--- src/design/nsf_pkg.sv ---
// ----------------------------------------------------------------------------
// nsf_pkg: shared types and constants for the NMEA sentence framer
// Character codes, default sizes, parse phases and the item/result structs.
// ----------------------------------------------------------------------------
package nsf_pkg;

   localparam int unsigned DEFAULT_MAX_SENTENCES = 64;
   localparam int unsigned DEFAULT_MAX_COMMAS    = 64;
   localparam int unsigned DEFAULT_OFFSET_BITS   = 16;

   localparam int unsigned FIELD_W = 16;
   localparam int unsigned COUNT_W = 7;

   localparam logic [7:0] CHAR_DOLLAR = 8'h24;
   localparam logic [7:0] CHAR_COMMA  = 8'h2C;
   localparam logic [7:0] CHAR_STAR   = 8'h2A;
   localparam logic [7:0] CHAR_CR     = 8'h0D;
   localparam logic [7:0] CHAR_LF     = 8'h0A;

   localparam logic [2:0] HEADER_BYTES = 3'd5;
   localparam int unsigned BODY_GAP    = 6;   // '$' plus five header bytes

   typedef enum logic [2:0] {
      PH_DOLLAR,
      PH_HEADER,
      PH_BODY,
      PH_STAR,
      PH_HEX1,
      PH_CR,
      PH_LF,
      PH_HALT
   } phase_type;

   typedef struct packed {
      logic [7:0] data_byte;
      logic       last_byte;
   } item_type;

   typedef struct packed {
      logic               sentence_found;
      logic [FIELD_W-1:0] header_offset;
      logic [FIELD_W-1:0] body_offset;
      logic [FIELD_W-1:0] body_length;
      logic [FIELD_W-1:0] checksum_offset;
      logic               stream_done;
      logic [COUNT_W-1:0] sentence_count;
   } result_type;

   function automatic logic is_hex(input logic [7:0] b);
      logic digit;
      logic upper;
      logic lower;
      digit = (b >= 8'h30) && (b <= 8'h39);
      upper = (b >= 8'h41) && (b <= 8'h46);
      lower = (b >= 8'h61) && (b <= 8'h66);
      return digit || upper || lower;
   endfunction

endpackage

--- src/design/nsf_if.sv ---
// ----------------------------------------------------------------------------
// nsf_if: valid/ready channels of the NMEA sentence framer
// nsf_req_if carries stream bytes in, nsf_rsp_if carries framing results out.
// ----------------------------------------------------------------------------
interface nsf_req_if;
   logic       valid;
   logic       ready;
   logic [7:0] data_byte;
   logic       last_byte;

   modport source (output valid, output data_byte, output last_byte, input ready);
   modport sink   (input valid, input data_byte, input last_byte, output ready);
endinterface

interface nsf_rsp_if;
   logic                       valid;
   logic                       ready;
   logic                       sentence_found;
   logic [nsf_pkg::FIELD_W-1:0] header_offset;
   logic [nsf_pkg::FIELD_W-1:0] body_offset;
   logic [nsf_pkg::FIELD_W-1:0] body_length;
   logic [nsf_pkg::FIELD_W-1:0] checksum_offset;
   logic                       stream_done;
   logic [nsf_pkg::COUNT_W-1:0] sentence_count;

   modport source (output valid, output sentence_found, output header_offset,
                   output body_offset, output body_length, output checksum_offset,
                   output stream_done, output sentence_count, input ready);
   modport sink   (input valid, input sentence_found, input header_offset,
                   input body_offset, input body_length, input checksum_offset,
                   input stream_done, input sentence_count, output ready);
endinterface

--- src/design/nsf_in_stage.sv ---
// ----------------------------------------------------------------------------
// nsf_in_stage: input register
// Holds one accepted byte until the parser takes it; refills in the same cycle.
// ----------------------------------------------------------------------------
module nsf_in_stage (
   input  logic              clock,
   input  logic              reset,
   nsf_req_if.sink           req_if,
   output logic              item_valid,
   output nsf_pkg::item_type item,
   input  logic              item_take
);
   import nsf_pkg::*;

   logic     valid_ff;
   logic     valid_in;
   item_type item_ff;
   logic     accept;

   assign req_if.ready = !valid_ff || item_take;
   assign accept       = req_if.valid && req_if.ready;
   assign valid_in     = accept || (valid_ff && !item_take);

   always_ff @(posedge clock) begin
      if (reset) begin
         valid_ff <= 1'b0;
      end else begin
         valid_ff <= valid_in;
      end
   end

   always_ff @(posedge clock) begin
      if (accept) begin
         item_ff.data_byte <= req_if.data_byte;
         item_ff.last_byte <= req_if.last_byte;
      end
   end

   assign item_valid = valid_ff;
   assign item       = item_ff;

endmodule

--- src/design/nsf_parser.sv ---
// ----------------------------------------------------------------------------
// nsf_parser: sentence framing state machine
// One parse step per byte; builds the result for a closing LF or a last byte.
// ----------------------------------------------------------------------------
module nsf_parser #(
   parameter int unsigned MAX_SENTENCES = nsf_pkg::DEFAULT_MAX_SENTENCES,
   parameter int unsigned MAX_COMMAS    = nsf_pkg::DEFAULT_MAX_COMMAS,
   parameter int unsigned OFFSET_BITS   = nsf_pkg::DEFAULT_OFFSET_BITS
) (
   input  logic                clock,
   input  logic                reset,
   input  logic                item_valid,
   input  nsf_pkg::item_type   item,
   output logic                item_take,
   input  logic                out_free,
   output logic                result_valid,
   output nsf_pkg::result_type result
);
   import nsf_pkg::*;

   localparam int unsigned CW      = $clog2(MAX_SENTENCES + 1);
   localparam int unsigned CNT_EXT = (CW > COUNT_W) ? CW : COUNT_W;
   localparam int unsigned EXT_W   = (OFFSET_BITS + 1 > FIELD_W) ? OFFSET_BITS + 1 : FIELD_W;
   localparam logic [7:0]  COMMA_LIMIT = 8'(MAX_COMMAS);
   localparam logic [CW-1:0] SENT_LIMIT = CW'(MAX_SENTENCES);

   phase_type              phase_ff, phase_in;
   logic [OFFSET_BITS-1:0] pos_ff, pos_in;
   logic [OFFSET_BITS-1:0] start_ff, start_in;
   logic [2:0]             hdr_ff, hdr_in;
   logic [6:0]             comma_ff, comma_in;
   logic [OFFSET_BITS-1:0] star_ff, star_in;
   logic [CW-1:0]          found_ff, found_in;

   logic [7:0]             b;
   logic                   found;
   logic                   emit;
   logic                   do_body;
   logic [6:0]             comma_inc;
   logic [CW-1:0]          found_inc;
   logic [CNT_EXT-1:0]     count_ext;
   logic [EXT_W-1:0]       hdr_ext;
   logic [EXT_W-1:0]       body_ext;
   logic [OFFSET_BITS-1:0] len_raw;
   logic [EXT_W-1:0]       len_ext;
   logic [EXT_W-1:0]       star_ext;

   assign b         = item.data_byte;
   assign comma_inc = comma_ff + 7'd1;
   assign found_inc = found_ff + CW'(1);

   always_comb begin
      phase_in = phase_ff;
      start_in = start_ff;
      hdr_in   = hdr_ff;
      comma_in = comma_ff;
      star_in  = star_ff;
      found_in = found_ff;
      found    = 1'b0;
      do_body  = 1'b0;

      unique case (phase_ff)
         PH_DOLLAR: begin
            if (b == CHAR_DOLLAR) begin
               start_in = pos_ff;
               hdr_in   = HEADER_BYTES;
               phase_in = PH_HEADER;
            end else begin
               phase_in = PH_HALT;
            end
         end
         PH_HEADER: begin
            hdr_in = hdr_ff - 3'd1;
            if (hdr_in == 3'd0) begin
               comma_in = 7'd0;
               phase_in = PH_BODY;
            end
         end
         PH_BODY: do_body = 1'b1;
         PH_STAR: begin
            if (is_hex(b)) phase_in = PH_HEX1;
            else           do_body  = 1'b1;
         end
         PH_HEX1: begin
            if (is_hex(b)) phase_in = PH_CR;
            else           do_body  = 1'b1;
         end
         PH_CR:   phase_in = (b == CHAR_CR) ? PH_LF : PH_HALT;
         PH_LF: begin
            if (b == CHAR_LF) begin
               found    = 1'b1;
               found_in = found_inc;
               phase_in = (found_inc >= SENT_LIMIT) ? PH_HALT : PH_DOLLAR;
            end else begin
               phase_in = PH_HALT;
            end
         end
         default: phase_in = PH_HALT;
      endcase

      // a failed checksum digit falls back to an ordinary body byte
      if (do_body) begin
         if (b == CHAR_COMMA) begin
            comma_in = comma_inc;
            if ({1'b0, comma_inc} >= COMMA_LIMIT || comma_inc == 7'd0)
               phase_in = PH_DOLLAR;
            else
               phase_in = PH_BODY;
         end else if (b == CHAR_STAR) begin
            star_in  = pos_ff;
            phase_in = PH_STAR;
         end else begin
            phase_in = PH_BODY;
         end
      end
   end

   assign pos_in    = pos_ff + OFFSET_BITS'(1);
   assign emit      = found || item.last_byte;
   assign item_take = item_valid && (out_free || !emit);
   assign result_valid = item_take && emit;

   assign count_ext = CNT_EXT'(found_in);
   assign hdr_ext   = EXT_W'(start_ff);
   assign body_ext  = EXT_W'(start_ff) + EXT_W'(BODY_GAP);
   assign len_raw   = star_ff - start_ff - OFFSET_BITS'(BODY_GAP);
   assign len_ext   = EXT_W'(len_raw);
   assign star_ext  = EXT_W'(star_ff);

   always_comb begin
      result.sentence_found  = found;
      result.header_offset   = found ? hdr_ext[FIELD_W-1:0]  : '0;
      result.body_offset     = found ? body_ext[FIELD_W-1:0] : '0;
      result.body_length     = found ? len_ext[FIELD_W-1:0]  : '0;
      result.checksum_offset = found ? star_ext[FIELD_W-1:0] : '0;
      result.stream_done     = item.last_byte;
      result.sentence_count  = count_ext[COUNT_W-1:0];
   end

   always_ff @(posedge clock) begin
      if (reset || (item_take && item.last_byte)) begin
         phase_ff <= PH_DOLLAR;
         pos_ff   <= '0;
         start_ff <= '0;
         hdr_ff   <= '0;
         comma_ff <= '0;
         star_ff  <= '0;
         found_ff <= '0;
      end else if (item_take) begin
         phase_ff <= phase_in;
         pos_ff   <= pos_in;
         start_ff <= start_in;
         hdr_ff   <= hdr_in;
         comma_ff <= comma_in;
         star_ff  <= star_in;
         found_ff <= found_in;
      end
   end

`ifndef SYNTHESIS
   a_result_reason: assert property (@(posedge clock) disable iff (reset)
      result_valid |-> (result.sentence_found || result.stream_done))
      else $error("result without a sentence or stream end");

   a_last_resets: assert property (@(posedge clock) disable iff (reset)
      (item_take && item.last_byte) |=>
         (phase_ff == PH_DOLLAR && pos_ff == '0 && found_ff == '0))
      else $error("parser not back to start after last byte");

   a_found_bound: assert property (@(posedge clock) disable iff (reset)
      found_ff <= SENT_LIMIT)
      else $error("sentence tally beyond limit");

   a_header_count: assert property (@(posedge clock) disable iff (reset)
      (phase_ff == PH_HEADER) |-> (hdr_ff != 3'd0 && hdr_ff <= HEADER_BYTES))
      else $error("header countdown out of range");
`endif

endmodule

--- src/design/nsf_out_stage.sv ---
// ----------------------------------------------------------------------------
// nsf_out_stage: result register
// Holds one result until taken; reloads in the cycle it is taken.
// ----------------------------------------------------------------------------
module nsf_out_stage (
   input  logic                clock,
   input  logic                reset,
   input  logic                result_valid,
   input  nsf_pkg::result_type result,
   output logic                out_free,
   nsf_rsp_if.source           rsp_if
);
   import nsf_pkg::*;

   logic       valid_ff;
   logic       valid_in;
   result_type result_ff;

   assign out_free = !valid_ff || rsp_if.ready;
   assign valid_in = result_valid || (valid_ff && !rsp_if.ready);

   always_ff @(posedge clock) begin
      if (reset) begin
         valid_ff <= 1'b0;
      end else begin
         valid_ff <= valid_in;
      end
   end

   always_ff @(posedge clock) begin
      if (result_valid) begin
         result_ff <= result;
      end
   end

   assign rsp_if.valid           = valid_ff;
   assign rsp_if.sentence_found  = result_ff.sentence_found;
   assign rsp_if.header_offset   = result_ff.header_offset;
   assign rsp_if.body_offset     = result_ff.body_offset;
   assign rsp_if.body_length     = result_ff.body_length;
   assign rsp_if.checksum_offset = result_ff.checksum_offset;
   assign rsp_if.stream_done     = result_ff.stream_done;
   assign rsp_if.sentence_count  = result_ff.sentence_count;

endmodule

--- src/design/nmea_sentence_framer.sv ---
// ----------------------------------------------------------------------------
// nmea_sentence_framer: NMEA-style sentence framer, top level
// Input register, one-step parser and result register.
// ----------------------------------------------------------------------------
// Takes one stream byte per clock unless a byte that gives a result must
// wait. While a result waits on rsp_if, bytes that give no result are still
// taken; a byte that gives one waits in the input register until the result
// register can be refilled. A byte is held in the input register, parsed, and
// its result, if any, is held in the result register and valid on rsp_if. The
// rate of one byte per cycle is set by the single parse step between the input
// and result registers. A result appears for the LF that closes a sentence and
// for the byte marked last_byte, after which the parser starts afresh; bytes
// that do neither produce no result.
module nmea_sentence_framer #(
   parameter int unsigned MAX_SENTENCES = nsf_pkg::DEFAULT_MAX_SENTENCES,
   parameter int unsigned MAX_COMMAS    = nsf_pkg::DEFAULT_MAX_COMMAS,
   parameter int unsigned OFFSET_BITS   = nsf_pkg::DEFAULT_OFFSET_BITS
) (
   input  logic       clock,
   input  logic       reset,
   nsf_req_if.sink    req_if,
   nsf_rsp_if.source  rsp_if
);
   import nsf_pkg::*;

   logic       item_valid;
   item_type   item;
   logic       item_take;
   logic       out_free;
   logic       result_valid;
   result_type result;

   nsf_in_stage u_in_stage (
      .clock      (clock),
      .reset      (reset),
      .req_if     (req_if),
      .item_valid (item_valid),
      .item       (item),
      .item_take  (item_take)
   );

   nsf_parser #(
      .MAX_SENTENCES (MAX_SENTENCES),
      .MAX_COMMAS    (MAX_COMMAS),
      .OFFSET_BITS   (OFFSET_BITS)
   ) u_parser (
      .clock        (clock),
      .reset        (reset),
      .item_valid   (item_valid),
      .item         (item),
      .item_take    (item_take),
      .out_free     (out_free),
      .result_valid (result_valid),
      .result       (result)
   );

   nsf_out_stage u_out_stage (
      .clock        (clock),
      .reset        (reset),
      .result_valid (result_valid),
      .result       (result),
      .out_free     (out_free),
      .rsp_if       (rsp_if)
   );

endmodule
--- src/flat_wrapper.sv ---
// flat-port wrapper written by rule: the top's interface ports become plain ports
module nmea_sentence_framer_flat import nsf_pkg::*;
#(
   parameter int unsigned MAX_SENTENCES = nsf_pkg::DEFAULT_MAX_SENTENCES,
   parameter int unsigned MAX_COMMAS    = nsf_pkg::DEFAULT_MAX_COMMAS,
   parameter int unsigned OFFSET_BITS   = nsf_pkg::DEFAULT_OFFSET_BITS
)
  (clock, reset, req_if_valid, req_if_data_byte, req_if_last_byte, req_if_ready, rsp_if_valid, rsp_if_sentence_found, rsp_if_header_offset, rsp_if_body_offset, rsp_if_body_length, rsp_if_checksum_offset, rsp_if_stream_done, rsp_if_sentence_count, rsp_if_ready);
  nsf_req_if req_if_i ();
  nsf_rsp_if rsp_if_i ();
  input  logic clock;
  input  logic reset;
  input wire logic [$bits(req_if_i.valid)-1:0] req_if_valid;
  input wire logic [$bits(req_if_i.data_byte)-1:0] req_if_data_byte;
  input wire logic [$bits(req_if_i.last_byte)-1:0] req_if_last_byte;
  output wire logic [$bits(req_if_i.ready)-1:0] req_if_ready;
  output wire logic [$bits(rsp_if_i.valid)-1:0] rsp_if_valid;
  output wire logic [$bits(rsp_if_i.sentence_found)-1:0] rsp_if_sentence_found;
  output wire logic [$bits(rsp_if_i.header_offset)-1:0] rsp_if_header_offset;
  output wire logic [$bits(rsp_if_i.body_offset)-1:0] rsp_if_body_offset;
  output wire logic [$bits(rsp_if_i.body_length)-1:0] rsp_if_body_length;
  output wire logic [$bits(rsp_if_i.checksum_offset)-1:0] rsp_if_checksum_offset;
  output wire logic [$bits(rsp_if_i.stream_done)-1:0] rsp_if_stream_done;
  output wire logic [$bits(rsp_if_i.sentence_count)-1:0] rsp_if_sentence_count;
  input wire logic [$bits(rsp_if_i.ready)-1:0] rsp_if_ready;
  assign req_if_i.valid = req_if_valid;
  assign req_if_i.data_byte = req_if_data_byte;
  assign req_if_i.last_byte = req_if_last_byte;
  assign req_if_ready = req_if_i.ready;
  assign rsp_if_valid = rsp_if_i.valid;
  assign rsp_if_sentence_found = rsp_if_i.sentence_found;
  assign rsp_if_header_offset = rsp_if_i.header_offset;
  assign rsp_if_body_offset = rsp_if_i.body_offset;
  assign rsp_if_body_length = rsp_if_i.body_length;
  assign rsp_if_checksum_offset = rsp_if_i.checksum_offset;
  assign rsp_if_stream_done = rsp_if_i.stream_done;
  assign rsp_if_sentence_count = rsp_if_i.sentence_count;
  assign rsp_if_i.ready = rsp_if_ready;
  nmea_sentence_framer #(.MAX_SENTENCES(MAX_SENTENCES), .MAX_COMMAS(MAX_COMMAS), .OFFSET_BITS(OFFSET_BITS)) u_core (.clock(clock), .reset(reset), .req_if(req_if_i), .rsp_if(rsp_if_i));
endmodule
--- config.mk ---
export PLATFORM = sky130hd
export DESIGN_NAME = nmea_sentence_framer_flat
export DESIGN_NICKNAME = d
export VERILOG_FILES = /design/src/design/nsf_pkg.sv /design/src/design/nsf_if.sv /design/src/design/nsf_in_stage.sv /design/src/design/nsf_parser.sv /design/src/design/nsf_out_stage.sv /design/src/design/nmea_sentence_framer.sv /design/src/flat_wrapper.sv
export SDC_FILE = /design/constraint.sdc
export NUM_CORES = 1
export LEC_CHECK = 0
export ABC_AREA = 1
export BUFFER_PORTS_ARGS = -buffer_cell sky130_fd_sc_hd__buf_2
export CAP_MARGIN = 20
export CORE_UTILIZATION = 55
export CTS_CLUSTER_DIAMETER = 30
export DETAILED_ROUTE_END_ITERATION = 7
export GPL_ROUTABILITY_DRIVEN = 0
export PLACE_DENSITY = 0.86
export SLEW_MARGIN = 10
export SYNTH_ARGS = -nofsm -noshare
export SYNTH_HDL_FRONTEND = slang
export SYNTH_SLANG_ARGS = --single-unit
--- constraint.sdc ---
create_clock -name clock -period 6 [get_ports clock]
set_input_delay 0.9 -clock clock [delete_from_list [all_inputs] [get_ports clock]]
set_output_delay 0.9 -clock clock [all_outputs]
set_load 0.1 [all_outputs]
* Word-level counts from Yosys, hierarchy flattened
Index checks and enable logic that the tools add are counted.
Cells by class: bitwise gates (word level) 1, mux-type cells 24, order comparisons 8, equal/unequal tests 16, add/sub/neg operators 7, reduce and logical (&&, ||, !) cells 33
Operators by type and width (number):
- two-way mux 7 bit | 6
- two-way mux 3 bit | 9
- equality test 8 x 6 -> 1 bit, second input constant | 3
- one-hot mux 3 bit (7 select lines) | 1
- adder 16 x 1 -> 16 bit, second input constant | 1
- adder 16 x 3 -> 16 bit, second input constant | 1
- equality test 8 x 4 -> 1 bit, second input constant | 2
- >= comparator 8 x 7 -> 1 bit, second input constant | 2
- less-or-equal comparator 8 x 7 -> 1 bit, second input constant | 2
- subtractor 16 bit | 1
- subtractor 16 x 3 -> 16 bit, second input constant | 1
- adder 7 x 1 -> 7 bit, second input constant | 2
- >= comparator 7 bit, second input constant | 2
- logical OR 1 bit | 10
- equality test 3 bit, second input constant | 3
- logical AND 1 bit | 9
- != test 3 bit, second input constant | 3
- >= comparator 8 x 6 -> 1 bit, second input constant | 1
- less-or-equal comparator 8 x 6 -> 1 bit, second input constant | 1
- logical NOT 7 bit | 1
- equality test 3 x 2 -> 1 bit, second input constant | 2
- logical NOT 3 bit | 2
- one-hot mux 3 bit (2 select lines) | 1
- AND reduction 3 bit | 2
- 12 further kinds | 21
Word-level totals: output and inout port bits 75, bits of input ports 13, word-level logic and storage cells 107, register bits 152

* Longest topological paths before layout
Gate-level depths: netlist of the first run.
depth in word-level cells 10, mapped depth 14

* By module
A second synthesis of the first run with hierarchy kept.
Second synthesis, totals: cell total of the unflattened synthesis 976, area, all modules 7902.6 sq um
Modules (own cells, without submodules):
- nsf_parser | instances 1, seq. area each 1361.3 sq um, area each 5350.1 sq um, cells each 883
- nsf_out_stage | instances 1, seq. area each 2212.1 sq um, area each 2234.6 sq um, cells each 78
- nsf_in_stage | instances 1, seq. area each 290.3 sq um, area each 317.8 sq um, cells each 15

* Least setup slack after synthesis of the first run
Ideal clock, no wire load.
path kind input to register, start input rsp_if_ready, end register u_core.u_out_stage.result_ff (netlist bit u_core.u_out_stage.rsp_if.body_length[0]) (enable), required time 5573 ps, cell stages on the path 4, path slack 2846 ps, arrival 2727 ps, path buffers 0, library setup time 427 ps, cells stage by stage nor2_1 a21boi_4 nand2_1 inv_1
On the way: cells in the longest elaborated chain, start to end 4
RTL lines:
- start: declaration | RTL line flat_wrapper.sv:25 | input wire logic [$bits(rsp_if_i.ready)-1:0] rsp_if_ready;
- logical OR 1 bit | RTL line nsf_out_stage.sv:19 | assign out_free = !valid_ff || rsp_if.ready;
- logical OR 1 bit | RTL line nsf_parser.sv:120 | assign item_take = item_valid && (out_free || !emit);
- logical AND 1 bit | RTL line nsf_parser.sv:120
- logical AND 1 bit | RTL line nsf_parser.sv:121 | assign result_valid = item_take && emit;
- net u_core.result_valid | RTL line nmea_sentence_framer.sv:30 | logic result_valid;
- end signal: assignment | RTL line nsf_out_stage.sv:32 | result_ff <= result;
- end: declaration | RTL line nsf_out_stage.sv:17 | result_type result_ff;
The timed path passes the listed nets, and every way through them passes these cells. A chain may end at the register's enable or synchronous reset.

* Final worst setup path of the first run
start register u_core.u_in_stage.item_ff (netlist bit u_core.u_in_stage.item[2]), end register u_core.u_out_stage.result_ff (netlist bit u_core.u_out_stage.rsp_if.header_offset[14]) (enable)
On the way: cells in the longest elaborated chain, start to end 8
RTL lines:
- start: declaration | RTL line nsf_in_stage.sv:17 | item_type item_ff;
- equality test 8 x 4 -> 1 bit (*) | RTL line nsf_parser.sv:90 | if (b == CHAR_LF) begin
- two-way mux 1 bit (*) | RTL line nsf_parser.sv:90
- two-way mux 1 bit (*) | RTL line nsf_parser.sv:62 | unique case (phase_ff)
- logical OR 1 bit (*) | RTL line nsf_parser.sv:119 | assign emit = found || item.last_byte;
- logical NOT 1 bit | RTL line nsf_parser.sv:120
- logical OR 1 bit | RTL line nsf_parser.sv:120
- logical AND 1 bit | RTL line nsf_parser.sv:120
- logical AND 1 bit (*) | RTL line nsf_parser.sv:121
- net u_core.result_valid | RTL line nmea_sentence_framer.sv:30
Mark *: on every way through the listed nets, which the timed path passes. The rest lies on a longest branch.

==> flow_summary.ini, run 1 <==
[grt]
use_met1_pct = 27.0
grt_use_total_pct = 24.0
met3_usage_pct = 5.72
use_met2_pct = 42.3
grt_max_degree = 52
gr-total-overflow = 0
grt_pass1_wl_um = 28200
antenna_found_initial = 0
busiest_layer = met2
grt_pass1_vias = 6375

[yosys]
yosys.area_share.adder_pct = 5.72
syn_area_mm2 = 0.00801
synth-compound-area-share_pct = 11.2
syn_nets = 1011
synthXorXnorAreaFrac_pct = 2.30
synth_edf_count = 81
synthSimpleGateAreaFrac_pct = 23.7
syn_area_per_cell_um2 = 8.33
yosysMostFrequentCell = nand2_1
ys_warn_count = 0
synth.top_cells.by_area = edfxtp_1 (30%), dfxtp_1 (17%), nand2_1 (9.8%)
synth_top_family_by_area = simple AND/OR/NAND/NOR gates
synth_top_cell_area_share_pct = 30.4
synthMuxAreaShare_pct = 0
synthArstFlopShare_pct = 0
yosys.cell_types.count = 44
synth-main-ff-cell = edfxtp_1
synth_common_cells = nand2_1 (210), inv_1 (140), nor2_1 (120)
ys_seq_area_share_pct = 47.9
synthCells = 962
synth_top_area_cell = edfxtp_1
ys_ff_latch = 151

[setup_path]
crit_slowest_cell = a21boi_4
cp_common_cell = nand2_1
end_kind = flip-flop
r2r_slack_ns = 2.23
critPathBufInv = 2
critPathMaxStageDelay_ns = 0.77
crit_path_cell_trace = nand2_1 > nor2_2 > nand3_4 > nand2_4 > a21boi_4 > nand2_1 > inv_2 > buf_4
critPathArrivalTime_ns = 3.86
critPathLaunchType = flip-flop
cp_top_family = buffers and inverters
worst_r2r_path_depth = 8
timing.rr.start = u_core.u_in_stage.item[2]
cp_max_fo = 51
worstSetupPathType = reg -> reg
required_ns = 6.09
r2r_end = u_core.u_out_stage.rsp_if.header_offset[14]

[sta]
rsz0062_at_grt = no
fin_crit_ns = 3.77
setup_tns_ns = 0
finalWorstSetupSlack_ns = 2.23
finalHoldViolCount = 0
fin_crit_sh_pct = 62.8
setup_viol = 0
slew_headroom_pct = 36.3
clock_skew_ns = 0.00761
slew_viol_final = 0
fmax_mhz = 265
tightest_slew_ns = 0.955

[clock_tree]
path_clk_slew_ns = 0.06
clockRootBuffer = clkbuf_16
cts.sinks = 151
cts_buffers = 17
cts_setup_buffers = 0
clockBufferDepth = 2
ctsResizeCount = 0
cts_tree = built
insertion_delay_ns = 0.43
htreeDepth = 4
hold_buffers = 0

[route]
wirelength_um = 16900
initialDrtViolationCount = 577
firstDrtPassIters = 7
final_antenna_net_count = 0
wl_per_cell_um = 13.7
vias = 6641
via_per_inst = 5.37
remaining_drc_errors = 0

[die]
die_y_um = 123
placementRows = 43
coreArea_mm2 = 0.0140
ios = 88
die_area_mm2 = 0.0151
dieWidth_um = 123
start_util_pct = 57.1

[power]
seqPwrFrac_pct = 47.0
switchingPower_uw = 573
intPower_uw = 1800
power.density_mw_per_mm2 = 261
p_leak_uw = 0.00371
p_clk_share_pct = 45.2
peakVddDrop_uv = 173
p_comb_share_pct = 7.8
switching_share_pct = 24.1

[min_path]
hold_depth = 0
hp-start = u_core.u_in_stage.item[0]
min_path_type = reg -> reg
min_to = u_core.u_out_stage.rsp_if.stream_done

[outcome]
status = complete, no violations

[place]
hpwl_um = 11600
dp_cells = 1205
numPortBuffers = 87
pre_cts_ws_ns = 2.23

[final_layout]
synthToLayoutAreaGrowth_pct = 13.4
finalNonFillerCells = 1237
nNetsFinal = 1093
antennaDiodeCount = 0
fin_util_pct = 64.7
drive_above_1_share_pct = 17.1

[job]
drv_cap = 0
-- cells by family after synthesis --
kind of cell	Yosys count
flops	151
fa+ha+maj	36
xor+xnor	21
simple gates	440
buf+inv	172
compound gates	142
-- per-layer routing --
| metal | share of wire [%] | wire, um |
|---|---|---|
| met2 | 51 | 8580 |
| met1 | 41 | 6950 |
| met5 | 0 | 0 |
| met3 | 5.1 | 860 |
| met4 | 3.2 | 549 |
-- worst max path at each step --
stage                                    startpoint                                            end  slack, ns  depth (start not counted)
after floorplan                        rsp_if_ready       u_core.u_out_stage.rsp_if.body_length[0]       2.85                          4
after global placement    u_core.u_in_stage.item[2]  u_core.u_out_stage.rsp_if.checksum_offset[14]       2.38                          8
after detailed placement  u_core.u_in_stage.item[2]      u_core.u_out_stage.rsp_if.body_offset[15]       2.23                          8
after CTS                 u_core.u_in_stage.item[2]      u_core.u_out_stage.rsp_if.body_offset[15]       2.22                          8
after global routing      u_core.u_in_stage.item[2]      u_core.u_out_stage.rsp_if.body_offset[15]       1.93                          8
final                     u_core.u_in_stage.item[2]    u_core.u_out_stage.rsp_if.header_offset[14]       2.23                          8
-- registers in the layout (all words and copies together) (netlist names), 9 cells and up --
signal                                     cells
u_core.u_out_stage.rsp_if.body_offset         15
u_core.u_in_stage.item                         9
u_core.u_out_stage.rsp_if.body_length         16
u_core.u_out_stage.rsp_if.header_offset       16
u_core.u_parser.start_ff                      16
u_core.u_parser.pos_ff                        16
u_core.u_parser.star_ff                       16
u_core.u_out_stage.rsp_if.checksum_offset     16
-- cell usage in the layout, fill, tap and decap left out, types with 2 or more instances in the layout --
master,instances
nor4_1,3
nand2_4,5
nand2_2,3
clkinvlp_4,2
edfxtp_1,81
nand3b_1,2
inv_2,6
o21bai_1,5
clkinv_2,2
buf_2,87
o21ai_0,35
o21ai_1,8
nor3_1,18
clkbuf_1,6
a21oi_2,30
clkbuf_16,17
buf_4,2
bufinv_16,3
nand2_1,210
ha_1,35
xnor2_1,5
nor2_2,13
xor2_1,16
inv_1,139
a21oi_1,50
a21o_1,3
nand4_1,10
dfxtp_1,70
nand3_1,50
nor2_1,120
nor3b_2,2
o21a_1,5
-- final cells by class --
class | count | area [um^2]
well taps | 180 | 225
multi-input cells | 639 | 3440
clock inverters | 8 | 124
fillers | 1119 | 4960
inverters | 146 | 551
clock buffers | 24 | 462
flip-flops and latches | 151 | 3830
repair buffers | 89 | 450
-- worst register-to-register path, delay by kind of cell, from the launching register on --
kind,cells,cell delay (ns)
buf+inv,2,1.21
simple gates,5,0.96
compound gates,1,0.77
flops,1,0.47
-- power by group through the flow --
stage	clock (uW)	sequential [uW]	combinational, uW
2_1_floorplan	0	1220	80.3
3_3_place_gp	0	1140	183
3_5_place_dp	0	1140	185
4_1_cts	1070	1120	186
5_1_grt	1120	1120	198
6_report	1070	1120	186
-- per-stage QoR --
stage / total power [uW] / cell area [um^2] / hold WS (ns)
5_1_grt: 2440 / 9080 / 0.479
4_1_cts: 2370 / 9080 / 0.458
3_5_place_dp: 1320 / 8500 / 0.438
6_report: 2370 / 9080 / 0.457
3_3_place_gp: 1320 / 8500 / 0.442
2_1_floorplan: 1300 / 8010 / 0.426
Note: power is estimated with default switching activity, not from simulation.
==> run 2: changes to the inputs <==
Settings changed: ABC_AREA 1 to 0.
Clock period 6 ns to 3.73 ns, I/O delays scaled along.
==> run 2 against run 1 <==
Compared with the run above: clock skew grew 0.0019 ns; via count down 19%; register-to-register slack lost 1.6 ns; sequential share of layout area increased by 3.7 points; routed wire length fell by 18%; non-clock buffer count up 6; global-route usage is 2.3 points lower; final area decreased by 8.0%; synthesized cell count is 24% lower; hold slack got worse by 0.15 ns; critical endpoint is now req_if_ready; largest cell class unchanged; highest routed layer unchanged.
==> flow_summary.ini, run 2 <==
[outcome]
status = complete, no violations

[setup_path]
critPathMaxStageDelay_ns = 0.44
cp_top_family = simple AND/OR/NAND/NOR gates
critPathBufInv = 2
critPathArrivalTime_ns = 2.62
r2r_slack_ns = 0.65
worstSetupPathType = reg -> out
timing.rr.start = u_core.u_parser.star_ff[1]
worst_r2r_path_depth = 13
cp_max_fo = 30
r2r_end = u_core.u_out_stage.rsp_if.body_length[15]
required_ns = 3.17
end_kind = primary output
crit_path_cell_trace = nor3_2 > nand2b_1 > or3_1 > clkinv_2 > o21ai_0 > or2_2 > buf_12
crit_slowest_cell = edfxtp_1
critPathLaunchType = flip-flop

[power]
power.density_mw_per_mm2 = 445
p_leak_uw = 0.00312
peakVddDrop_uv = 261

[route]
vias = 5359
initialDrtViolationCount = 359
wl_per_cell_um = 14.0
remaining_drc_errors = 0
via_per_inst = 5.37
firstDrtPassIters = 5
wirelength_um = 13900
final_antenna_net_count = 0

[min_path]
min_path_type = in -> reg
hp-start = req_if_data_byte[3]
min_to = u_core.u_in_stage.item[4]
hold_depth = 1

[final_layout]
final_common_cell = nor2_1
fin_util_pct = 66.0
synthToLayoutAreaGrowth_pct = 16.8
stdcell_area_mm2 = 0.00836
layout_common_cells = nor2_1 (93), buf_2 (86), nand2_1 (83)
antennaDiodeCount = 0
fillerInstances = 932
drive_above_1_share_pct = 16.0
nNetsFinal = 862

[clock_tree]
cts_tree = built
hold_buffers = 0
path_clk_slew_ns = 0.05
htreeDepth = 4
cts_buffers = 17
ctsResizeCount = 0
clockBufferDepth = 2
cts_setup_buffers = 0
clockRootBuffer = clkbuf_16
insertion_delay_ns = 0.42
cts.sinks = 151

[yosys]
synthXorXnorAreaFrac_pct = 5.14
ys_warn_count = 0
yosys.cell_types.count = 54
synthSimpleGateAreaFrac_pct = 18.1
synthCells = 727
synth_edf_count = 81
syn_nets = 776
synth_top_cell_area_share_pct = 34.0
synth_top_area_cell = edfxtp_1
synth.top_cells.by_area = edfxtp_1 (34%), dfxtp_1 (20%), ha_1 (6.1%)
synth_common_cells = nor2_1 (94), nand2_1 (83), edfxtp_1 (81)
synth-compound-area-share_pct = 9.37
synthArstFlopShare_pct = 0
synth-main-ff-cell = edfxtp_1
yosysMostFrequentCell = nor2_1
synthMuxAreaShare_pct = 2.52
synth_top_family_by_area = simple AND/OR/NAND/NOR gates
syn_area_per_cell_um2 = 9.85
ys_ff_latch = 151
yosys.area_share.adder_pct = 6.40
syn_area_mm2 = 0.00716
ys_seq_area_share_pct = 53.5

[sta]
slew_viol_final = 0
setup_viol = 0
fin_crit_sh_pct = 85.2
slew_headroom_pct = 56.3
tightest_slew_ns = 0.654
finalHoldViolCount = 0
fmax_mhz = 315
fin_crit_ns = 3.18
setup_tns_ns = 0
rsz0062_at_grt = no
clock_skew_ns = 0.00953

[grt]
antenna_found_initial = 0
grt_use_total_pct = 21.7
gr-total-overflow = 0
grt_pass1_vias = 4906
grt_max_degree = 52
grt_pass1_wl_um = 22600

[die]
die_y_um = 116
dieWidth_um = 116
start_util_pct = 56.5
ios = 88
coreArea_mm2 = 0.0127
die_area_mm2 = 0.0135
placementRows = 41

[place]
hpwl_um = 9300
numPortBuffers = 87
placed_area_mm2 = 0.00777

[job]
drv_cap = 0
==> run 2: cell types whose count changed in the layout (fill, tap and decap cells not counted), sizes merged, moves of 25 or more <==
cell / change
nand2: -135
inv: -91
nor2: -40
nand3: -35
a21oi: -25
==> run 2: layout make-up <==
type	count	area [um^2]	share of cell area (%)
inverters	57	215	2.57
well taps	172	215	2.57
repair buffers	95	523	6.26
multi-input cells	491	2990	35.7
flip-flops and latches	151	3830	45.9
clock inverters	6	33.8	0.404
clock buffers	26	553	6.61
==> run 2: through the flow <==
| stage | setup slack (ns) | power [uW] | hold WS (ns) | instances |
|---|---|---|---|---|
| final | 0.551 | 3720 | 0.312 | 998 |
| after detailed placement | 0.667 | 2100 | 0.474 | 966 |
| after floorplan | 0.104 | 2050 | 0.444 | 727 |
| after CTS | 0.547 | 3730 | 0.301 | 998 |
| after global routing | 0.289 | 3820 | 0.297 | 998 |
| after global placement | 0.779 | 2100 | 0.456 | 966 |
==> run 2: layer usage <==
metal	global-route usage [%]	vias up	part of all wire (%)
met5	0	-	0
met4	11.2	0	2.9
met3	4.93	32	4.8
met2	37.1	171	50
met1	25.8	2482	43
li1	-	2674	-
==> run 2: cell families after synthesis <==
logic type               Yosys count
flip-flops                       151
AND/OR/NAND/NOR                  279
buffers and inverters             85
multiplexers                      18
adder cells (fa/ha/maj)           36
AO/OA/AOI/OAI                    116
XOR/XNOR                          42
==> run 2: worst max-delay path by stage <==
stage	slack, ns	to	start	cells after the start
2_1_floorplan	0.10	u_core.u_out_stage.rsp_if.body_length[0]	u_core.u_in_stage.item[4]	9
3_3_place_gp	0.78	u_core.u_out_stage.rsp_if.body_length[15]	u_core.u_parser.start_ff[1]	12
3_5_place_dp	0.67	u_core.u_out_stage.rsp_if.body_length[15]	u_core.u_parser.star_ff[1]	13
4_1_cts	0.55	req_if_ready	u_core.u_in_stage.item[5]	7
5_1_grt	0.29	u_core.u_out_stage.rsp_if.body_length[15]	u_core.u_parser.start_ff[1]	12
6_report	0.55	req_if_ready	u_core.u_in_stage.item[5]	7
==> run 2: power breakdown <==
| group | total, uW | leakage [uW] | internal, uW | switching (uW) |
|---|---|---|---|---|
| Clock | 1650 | 0.000295 | 1020 | 636 |
| Sequential | 1800 | 0.00130 | 1780 | 19.0 |
| Combinational | 267 | 0.00153 | 41.1 | 225 |
| Total | 3720 | 0.00312 | 2840 | 881 |
==> run 3: changes to the inputs <==
Settings changed: PLACE_DENSITY 0.86 to 0.76.
==> run 3 against run 2 <==
Compared with the run above: combinational power barely moved; worst setup slack improved by 0.0017 ns; flip-flop and latch count did not move; register-to-register slack improved by 0.03 ns; non-clock buffer count rose by 1; die area did not move; critical endpoint unchanged; largest cell class unchanged.
==> flow_summary.ini, run 3 (same netlist as run 2, synthesis figures left out) <==
[outcome]
status = complete, no violations

[clock_tree]
htreeDepth = 4
clockBufferDepth = 2
clockRootBuffer = clkbuf_16
cts_setup_buffers = 0
path_clk_slew_ns = 0.06
cts.sinks = 151
hold_buffers = 0
ctsResizeCount = 0
insertion_delay_ns = 0.42
cts_tree = built
cts_buffers = 17

[setup_path]
r2r_slack_ns = 0.68
required_ns = 3.17
crit_slowest_cell = edfxtp_1
cp_max_fo = 30
worst_r2r_path_depth = 12
worstSetupPathType = reg -> out
timing.rr.start = u_core.u_parser.start_ff[1]
critPathArrivalTime_ns = 2.62
setup.worst_path.end = req_if_ready
crit_path_cell_trace = nor3_2 > nand2b_1 > or3_1 > clkinv_2 > o21ai_0 > or2_2 > buf_12
cp_top_family = simple AND/OR/NAND/NOR gates
critPathMaxStageDelay_ns = 0.44
end_kind = primary output
critPathBufInv = 2
critPathLaunchType = flip-flop
critPathLaunch = u_core.u_in_stage.item[5]
r2r_end = u_core.u_out_stage.rsp_if.body_length[15]
worst-path-stages = 7

[sta]
fmax_mhz = 315
fin_crit_ns = 3.18
tightest_slew_ns = 0.687
finalWorstSetupSlack_ns = 0.553
slew_headroom_pct = 53.7
clock_skew_ns = 0.00937
slew_viol_final = 0
finalHoldViolCount = 0
setup_tns_ns = 0
setup_viol = 0
rsz0062_at_grt = no
fin_crit_sh_pct = 85.2

[die]
coreArea_mm2 = 0.0127
start_util_pct = 56.5
placementRows = 41
ios = 88
dieWidth_um = 116
die_y_um = 116
die_area_mm2 = 0.0135

[place]
hpwl_um = 9820
numPortBuffers = 87
pre_cts_ws_ns = 0.690

[power]
switching_share_pct = 23.6
peakVddDrop_uv = 245
seqPwrFrac_pct = 49.7
power.density_mw_per_mm2 = 435
p_comb_share_pct = 7.5
p_leak_uw = 0.00309
intPower_uw = 2760
switchingPower_uw = 851
p_clk_share_pct = 42.8

[grt]
grt_pass1_wl_um = 23100
grt_pass1_vias = 5059
gr-total-overflow = 0
grt_use_total_pct = 22.3
grt_max_degree = 50
antenna_found_initial = 0

[route]
vias = 5307
wirelength_um = 14000
remaining_drc_errors = 0
final_antenna_net_count = 0
via_per_inst = 5.32
initialDrtViolationCount = 366
wl_per_cell_um = 14.1
firstDrtPassIters = 5

[min_path]
min_path_type = in -> reg

[final_layout]
drive_above_1_share_pct = 15.5
synthToLayoutAreaGrowth_pct = 16.1
antennaDiodeCount = 0
nNetsFinal = 863
layout_common_cells = nor2_1 (93), buf_2 (86), nand2_1 (83)
final_common_cell = nor2_1

[job]
drv_cap = 0
==> run 3: cell count changes in the layout (fill, tap and decap cells not counted) <==
cell and change:
clkinv_2 -1, clkbuf_16 -3, clkbuf_1 +4, bufinv_16 +1
clkinv_4 -1, buf_4 +1, clkbuf_8 -1
==> run 3: how the worst min path moves through the flow <==
stage / cells past startpoint / slack, ns / start / endpoint
floorplan: 2 / 0.44 / u_core.u_parser.start_ff[0] / u_core.u_parser.start_ff[0]
global placement: 2 / 0.46 / u_core.u_parser.start_ff[0] / u_core.u_parser.start_ff[0]
detailed placement: 2 / 0.46 / u_core.u_parser.start_ff[0] / u_core.u_parser.start_ff[0]
CTS: 1 / 0.29 / req_if_data_byte[6] / u_core.u_in_stage.item[7]
global route: 1 / 0.30 / req_if_data_byte[5] / u_core.u_in_stage.item[6]
finish: 1 / 0.31 / req_if_data_byte[7] / u_core.u_in_stage.item[8]
==> run 3: worst reg2reg max path: cells and delay by family (launching register included) <==
kind                     cells  cell delay, ns
AND/OR/NAND/NOR              1            0.16
adder cells (fa/ha/maj)      3            0.81
flip-flops                   1            0.42
buffers and inverters        2            0.11
multiplexers                 1            0.21
AO/OA/AOI/OAI                5            1.07
==> run 3: power groups by stage <==
stage          logic, uW  clock network, uW  registers, uW
4_1_cts              270               1570           1800
6_report             270               1550           1800
5_1_grt              281               1640           1800
3_3_place_gp         266                  0           1830
3_5_place_dp         269                  0           1830
2_1_floorplan       64.2                  0           1990
==> run 3: per-layer routing <==
metal,up-vias,track usage [%],routed length [um]
met5,-,0,0
met2,142,37.5,6870
met3,23,4.62,593
met4,0,10.7,316
li1,2667,-,-
met1,2475,27.5,6270
==> run 3: final cells by class <==
cell class,count,area [um^2]
repair buffers,96,531
inverters,57,215
clock inverters,5,50.0
multi-input cells,491,2990
clock buffers,26,479
well taps,172,215
fillers,979,4360
flip-flops and latches,151,3830
==> run 3: stage by stage <==
| step | cell area (um^2) | cells | hold WS (ns) | power [uW] | utilization [%] |
|---|---|---|---|---|---|
| 4_1_cts | 8310 | 998 | 0.295 | 3640 | 65.6 |
| 2_1_floorplan | 7160 | 727 | 0.444 | 2050 | - |
| 5_1_grt | 8310 | 998 | 0.301 | 3720 | 65.6 |
| 3_5_place_dp | 7780 | 967 | 0.459 | 2100 | 61.4 |
| 3_3_place_gp | 7780 | 967 | 0.458 | 2100 | 61.4 |
| 6_report | 8310 | 998 | 0.310 | 3610 | 65.6 |
